File: config.mk
export PLATFORM = sky130hd
export DESIGN_NAME = ffc_ctrl
export DESIGN_NICKNAME = d
export VERILOG_FILES = /design/src/hdl/ffc_pkg.sv /design/src/hdl/ffc_ctrl.sv
export SDC_FILE = /design/constraint.sdc
export NUM_CORES = 1
export LEC_CHECK = 0
export ABC_AREA = 1
export BUFFER_PORTS_ARGS = -buffer_cell sky130_fd_sc_hd__buf_2
export CORE_ASPECT_RATIO = 1.25
export CORE_UTILIZATION = 25
export CTS_CLUSTER_SIZE = 40
export DETAILED_ROUTE_END_ITERATION = 10
export PLACE_DENSITY_LB_ADDON = 0.08
export SLEW_MARGIN = 0
export SYNTH_ARGS = -nofsm -noshare
export SYNTH_HDL_FRONTEND = slang
export SYNTH_SLANG_ARGS = --single-unit
File: constraint.sdc
create_clock -name clk_i -period 1.2 [get_ports clk_i]
set_input_delay 0.18 -clock clk_i [delete_from_list [all_inputs] [get_ports clk_i]]
set_output_delay 0.18 -clock clk_i [all_outputs]
set_load 0.05 [all_outputs]
File: src/hdl/ffc_pkg.sv
// ffc_pkg: shared types and constants of the frequency-of-frequency counter
// holds field widths, op and result codes, controller states and the
// command/status structs between ffc_ctrl and ffc_dp; depends on nothing
package ffc_pkg;

  // stream field widths
  localparam int unsigned OP_W     = 2;
  localparam int unsigned KEY_W    = 10;
  localparam int unsigned THR_W    = 10;
  localparam int unsigned LIM_W    = 10;
  localparam int unsigned CNT_W    = 11;
  localparam int unsigned RES_W    = 2;
  localparam int unsigned IN_TDW   = 24;
  localparam int unsigned OUT_TDW  = 16;

  localparam logic [LIM_W-1:0] LIMIT_RESET = 10'd1023;

  // op codes
  localparam logic [OP_W-1:0] OP_ADD    = 2'd0;
  localparam logic [OP_W-1:0] OP_REMOVE = 2'd1;
  localparam logic [OP_W-1:0] OP_QUERY  = 2'd2;

  // result status codes
  localparam logic [RES_W-1:0] RES_OK     = 2'd0;
  localparam logic [RES_W-1:0] RES_ABSENT = 2'd1;
  localparam logic [RES_W-1:0] RES_SAT    = 2'd2;

  typedef enum logic [3:0] {
    S_CLEAR,
    S_IDLE,
    S_DECODE,
    S_KCHK,
    S_LVL,
    S_LDIV,
    S_HRD,
    S_HWR,
    S_QDIVT,
    S_QDIVL,
    S_QHIST,
    S_QBKT,
    S_QDRAIN,
    S_DONE
  } ffc_state_e;

  // operand of the bucket divider
  typedef enum logic [1:0] {
    DSRC_LEVEL,
    DSRC_THR,
    DSRC_LIM
  } ffc_dsrc_e;

  typedef struct packed {
    logic      clear;
    logic      load;
    logic      key_read;
    logic      key_write;
    logic      set_sat;
    logic      set_absent;
    logic      phase;
    logic      div_start;
    ffc_dsrc_e div_src;
    logic      lvl_latch;
    logic      hb_read;
    logic      hb_write;
    logic      q_first;
    logic      q_last;
    logic      hist_walk;
    logic      bkt_walk;
    logic      out_load;
  } ffc_cmd_t;

  typedef struct packed {
    logic clr_last;
    logic op_add;
    logic op_update;
    logic op_query;
    logic key_ok;
    logic thr_gt_lim;
    logic kc_sat;
    logic kc_absent;
    logic lvl_zero;
    logic div_done;
    logic f_last;
    logic b_empty;
    logic b_last;
  } ffc_sts_t;

endpackage

File: src/hdl/ffc_ctrl.sv
// ffc_ctrl: controller state machine of the frequency-of-frequency counter
// sequences clearing, key update, histogram update and query walk
// depends on ffc_pkg
module ffc_ctrl (
  input  logic              clk_i,
  input  logic              rst_ni,
  input  logic              in_valid_i,
  output logic              in_ready_o,
  output logic              out_valid_o,
  input  logic              out_ready_i,
  input  ffc_pkg::ffc_sts_t sts_i,
  output ffc_pkg::ffc_cmd_t cmd_o
);

  import ffc_pkg::*;

  ffc_state_e state_q, state_d;
  logic       phase_q, phase_d;
  logic       out_valid_q, out_valid_d;
  ffc_cmd_t   cmd;
  logic       in_ready;

  // state registers
  always_ff @(posedge clk_i or negedge rst_ni) begin
    if (!rst_ni) begin
      state_q     <= S_CLEAR;
      phase_q     <= 1'b0;
      out_valid_q <= 1'b0;
    end else begin
      state_q     <= state_d;
      phase_q     <= phase_d;
      out_valid_q <= out_valid_d;
    end
  end

  // next state and commands
  always_comb begin
    state_d     = state_q;
    phase_d     = phase_q;
    out_valid_d = out_valid_q;
    cmd         = '0;
    cmd.phase   = phase_q;
    in_ready    = 1'b0;
    if (out_valid_q && out_ready_i) begin
      out_valid_d = 1'b0;
    end
    case (state_q)
      S_CLEAR: begin
        cmd.clear = 1'b1;
        if (sts_i.clr_last) begin
          state_d = S_IDLE;
        end
      end
      S_IDLE: begin
        in_ready = 1'b1;
        if (in_valid_i) begin
          cmd.load = 1'b1;
          state_d  = S_DECODE;
        end
      end
      S_DECODE: begin
        if (sts_i.op_query) begin
          if (sts_i.thr_gt_lim) begin
            state_d = S_DONE;
          end else begin
            cmd.div_start = 1'b1;
            cmd.div_src   = DSRC_THR;
            state_d       = S_QDIVT;
          end
        end else if (sts_i.op_update && sts_i.key_ok) begin
          cmd.key_read = 1'b1;
          state_d      = S_KCHK;
        end else begin
          state_d = S_DONE;
        end
      end
      S_KCHK: begin
        if (sts_i.op_add && sts_i.kc_sat) begin
          cmd.set_sat = 1'b1;
          state_d     = S_DONE;
        end else if (!sts_i.op_add && sts_i.kc_absent) begin
          cmd.set_absent = 1'b1;
          state_d        = S_DONE;
        end else begin
          cmd.key_write = 1'b1;
          phase_d       = 1'b0;
          state_d       = S_LVL;
        end
      end
      // phase 0 lowers the old level, phase 1 raises the new one
      S_LVL: begin
        if (sts_i.lvl_zero) begin
          if (phase_q) begin
            state_d = S_DONE;
          end else begin
            phase_d = 1'b1;
          end
        end else begin
          cmd.div_start = 1'b1;
          cmd.div_src   = DSRC_LEVEL;
          state_d       = S_LDIV;
        end
      end
      S_LDIV: begin
        if (sts_i.div_done) begin
          cmd.lvl_latch = 1'b1;
          state_d       = S_HRD;
        end
      end
      S_HRD: begin
        cmd.hb_read = 1'b1;
        state_d     = S_HWR;
      end
      S_HWR: begin
        cmd.hb_write = 1'b1;
        if (phase_q) begin
          state_d = S_DONE;
        end else begin
          phase_d = 1'b1;
          state_d = S_LVL;
        end
      end
      S_QDIVT: begin
        if (sts_i.div_done) begin
          cmd.q_first   = 1'b1;
          cmd.div_start = 1'b1;
          cmd.div_src   = DSRC_LIM;
          state_d       = S_QDIVL;
        end
      end
      S_QDIVL: begin
        if (sts_i.div_done) begin
          cmd.q_last = 1'b1;
          state_d    = S_QHIST;
        end
      end
      // partial bucket, one histogram cell a cycle
      S_QHIST: begin
        cmd.hist_walk = 1'b1;
        if (sts_i.f_last) begin
          state_d = S_QBKT;
        end
      end
      // whole buckets, one sum a cycle
      S_QBKT: begin
        if (sts_i.b_empty) begin
          state_d = S_QDRAIN;
        end else begin
          cmd.bkt_walk = 1'b1;
          if (sts_i.b_last) begin
            state_d = S_QDRAIN;
          end
        end
      end
      S_QDRAIN: begin
        state_d = S_DONE;
      end
      S_DONE: begin
        if (!out_valid_q || out_ready_i) begin
          cmd.out_load = 1'b1;
          out_valid_d  = 1'b1;
          state_d      = S_IDLE;
        end
      end
      default: begin
        state_d = S_CLEAR;
      end
    endcase
  end

  assign cmd_o       = cmd;
  assign in_ready_o  = in_ready;
  assign out_valid_o = out_valid_q;

endmodule

==> impl_metrics.tcl <==
set metrics [dict create \
    startpoint "state_q[1]" \
    cp.arrival_ns 1.46 \
    drt-total-wl_microns 2789 \
    num_io_pins 37 \
    setup_viol 23 \
    ir_drop_mv 1.415 \
    pwr_density_cell_nw_per_um2 2429 \
    swShare_pct 53.05 \
    worstPathRequired_ns 1.02 \
    grt-ovfl-total 0 \
    hold_viol_final 0 \
    die_x_microns 50.77 \
    grt_max_degree 7 \
    hold_start "out_ready_i" \
    syn2layout_area_growth_pct 130.0 \
    cts_buffers 3 \
    avgSynthCellArea_sq_um 5.588 \
    rr_startpoint "state_q[0]" \
    hold_path.class "primary input to flip-flop" \
    synth_seq_cells 6 \
    fin_cells 241 \
    final_nets 226 \
    synth_cells 133 \
    slew_viol_final 0 \
    antenna_found_initial 0 \
    fillers 266 \
    sequentialPowerShare_pct 10.2 \
    place_area_sq_um 1196 \
    clk_path_buf_depth 2 \
    cts_sinks 6 \
    timing.final.crit_share_pct 136.4 \
    fp.coreArea_sq_um 2759 \
    seq_area_frac_synth_pct 20.20 \
    violations "negative setup slack" \
    grt_pass1_wl_microns 4464 \
    finalCriticalPeriod_ns 1.636 \
    dp.cells 221 \
    firstDrtPassIters 4 \
    ant_nets 0 \
    cts_tree "yes" \
    wire_per_inst_microns 11.57 \
    clock_latency_ns 0.26 \
    track_usage_pct 18.18 \
    synth_top_area_share_pct 20.20 \
    dp_hpwl_microns 2052 \
    endpoint_kind "output port" \
    port_buffers 36 \
    syn_nets 150 \
    slew_headroom_pct 65.45 \
    syn_area_sq_um 743.2 \
    fp.dieArea_sq_um 3196 \
    drive_above_1_share_pct 66.67 \
    cap_viol_max_count 0 \
    viasPerCell 4.527 \
    comb_power_share_pct 84.9 \
    fmax_mhz 611.1 \
    yosysWarningCount 0 \
    drt_iter0_markers 9 \
    yosys.area.top_type "dfrtp_1" \
    rsz0062_at_grt "yes" \
    tightestPinTransition_ns 0.5129 \
    cts_root_buf "clkbuf_4" \
    synthTopCellsByArea "dfrtp_1 (20%), nand2_1 (20%), nor2_1 (13%)" \
    p_switching_w 0.002202 \
    clk_pin_slew_ns 0.06 \
    cp_max_fo 5 \
    outcome "finished, violations left" \
    p_int_w 0.001949 \
    gp_congestion 0.8742 \
    power_leakage_nw 0.8461 \
    start_util_pct 26.94 \
    rows 21 \
    fin_total_pwr_w 0.004151 \
    ys_types 20 \
    final_common_cell "nand2_1" \
    antenna_cells 0 \
    skew_ns 0.01431 \
    postLayoutCellArea_sq_um 1709 \
    grt_pass1_vias 1077 \
    most-common-layout-cells "nand2_1 (32), buf_6 (25), buf_4 (23), nor2_4 (20), buf_2 (18)" \
    worst_slack_ns -0.4365 \
    htree_num_levels 1 \
    cp-start-kind "flip-flop" \
    p_clk_share_pct 4.9 \
    num_vias 1091 \
    holdWs_ns 0.1494 \
    fp.dieH_microns 62.96 \
    drc 0 \
    criticalPathCategory "flip-flop to output port" \
]
[registers in the layout (all words and copies together) (netlist names)]
name,flops
state_q,4
out_valid_o,1
phase_q,1
[power groups by stage]
stage | sequential [W] | combinational [W] | clock (W)
floorplan | 0.000446 | 0.00160 | 0
global placement | 0.000408 | 0.00236 | 0
detailed placement | 0.000411 | 0.00237 | 0
CTS | 0.000416 | 0.00316 | 0.000207
global route | 0.000442 | 0.00375 | 0.000217
finish | 0.000423 | 0.00352 | 0.000203
[area by class of cell]
cell class                 count  area, sq um  share of cell area [%]
sequential                     6        156.4                   9.151
multi-input combinational    101        714.4                   41.80
tap                           34        42.54                   2.489
inverter                      23        108.9                   6.369
timing repair buffer          74        664.4                   38.87
clock buffer                   3        22.52                   1.318
[through the flow]
stage,TNS (ns),utilization [%],worst slack [ns]
after global routing,-8.987,61.95,-0.5045
final,-7.502,61.95,-0.4365
after global placement,-4.592,43.36,-0.3136
after detailed placement,-4.804,43.36,-0.3389
after floorplan,-4.223,-,-0.5586
after CTS,-7.171,56.96,-0.4407
[final timing paths]
kind                       slack (ns)     endpoint  cells past startpoint
min reg2reg                      0.60  out_valid_o                      2
min                              0.15  out_valid_o                      2
max                             -0.44    cmd_o[15]                      7
min in group asynchronous        0.29  out_valid_o                      2
max reg2reg                     -0.30   state_q[0]                     11
max in group asynchronous        0.72   state_q[3]                      2
[cell usage after synthesis (all sizes together)]
library cell	count
inv	23
dfrtp	6
nand2	47
buf	3
or2	1
nand3	7
nand3b	3
nor3	3
nand4	1
o211ai	1
a21oi	1
o21ai	6
nor2	31
[critical path, cell delays in order (launching register included)]
cell	delay (ns)
dfrtp_2	0.44
buf_6	0.12
nand2_4	0.05
nor2_4	0.11
inv_2	0.05
or2_4	0.24
inv_4	0.05
buf_8	0.13
[cells by family (layout without fill, tap and decap cells)]
family | Yosys count | count (layout) | share of synthesized area [%]
AOI/OAI and AO/OA | 8 | 8 | 5.722
buffers and inverters | 26 | 100 | 15.15
DFF | 6 | 6 | 20.20
and+or+nand+nor | 93 | 93 | 58.92
[routing by layer]
metal  wire length [microns]  vias to the layer above  global-route usage (%)
met4                      99                        0                   7.292
met2                    1488                       40                   32.00
met5                       0                        -                       0
met3                     168                       12                   4.136
met1                    1032                      483                   20.53
li1                        -                      556                       -
[repair_timing]
action / in CTS / in global routing
setup buffers: 8 / 8
hold buffers: 1 / 0
pin swaps: 10 / 13
resized for setup: 85 / 16
setup endpoints to repair: 23 / 23
hold endpoints to repair: 6 / 0
Note: power is estimated with default switching activity, not from simulation.
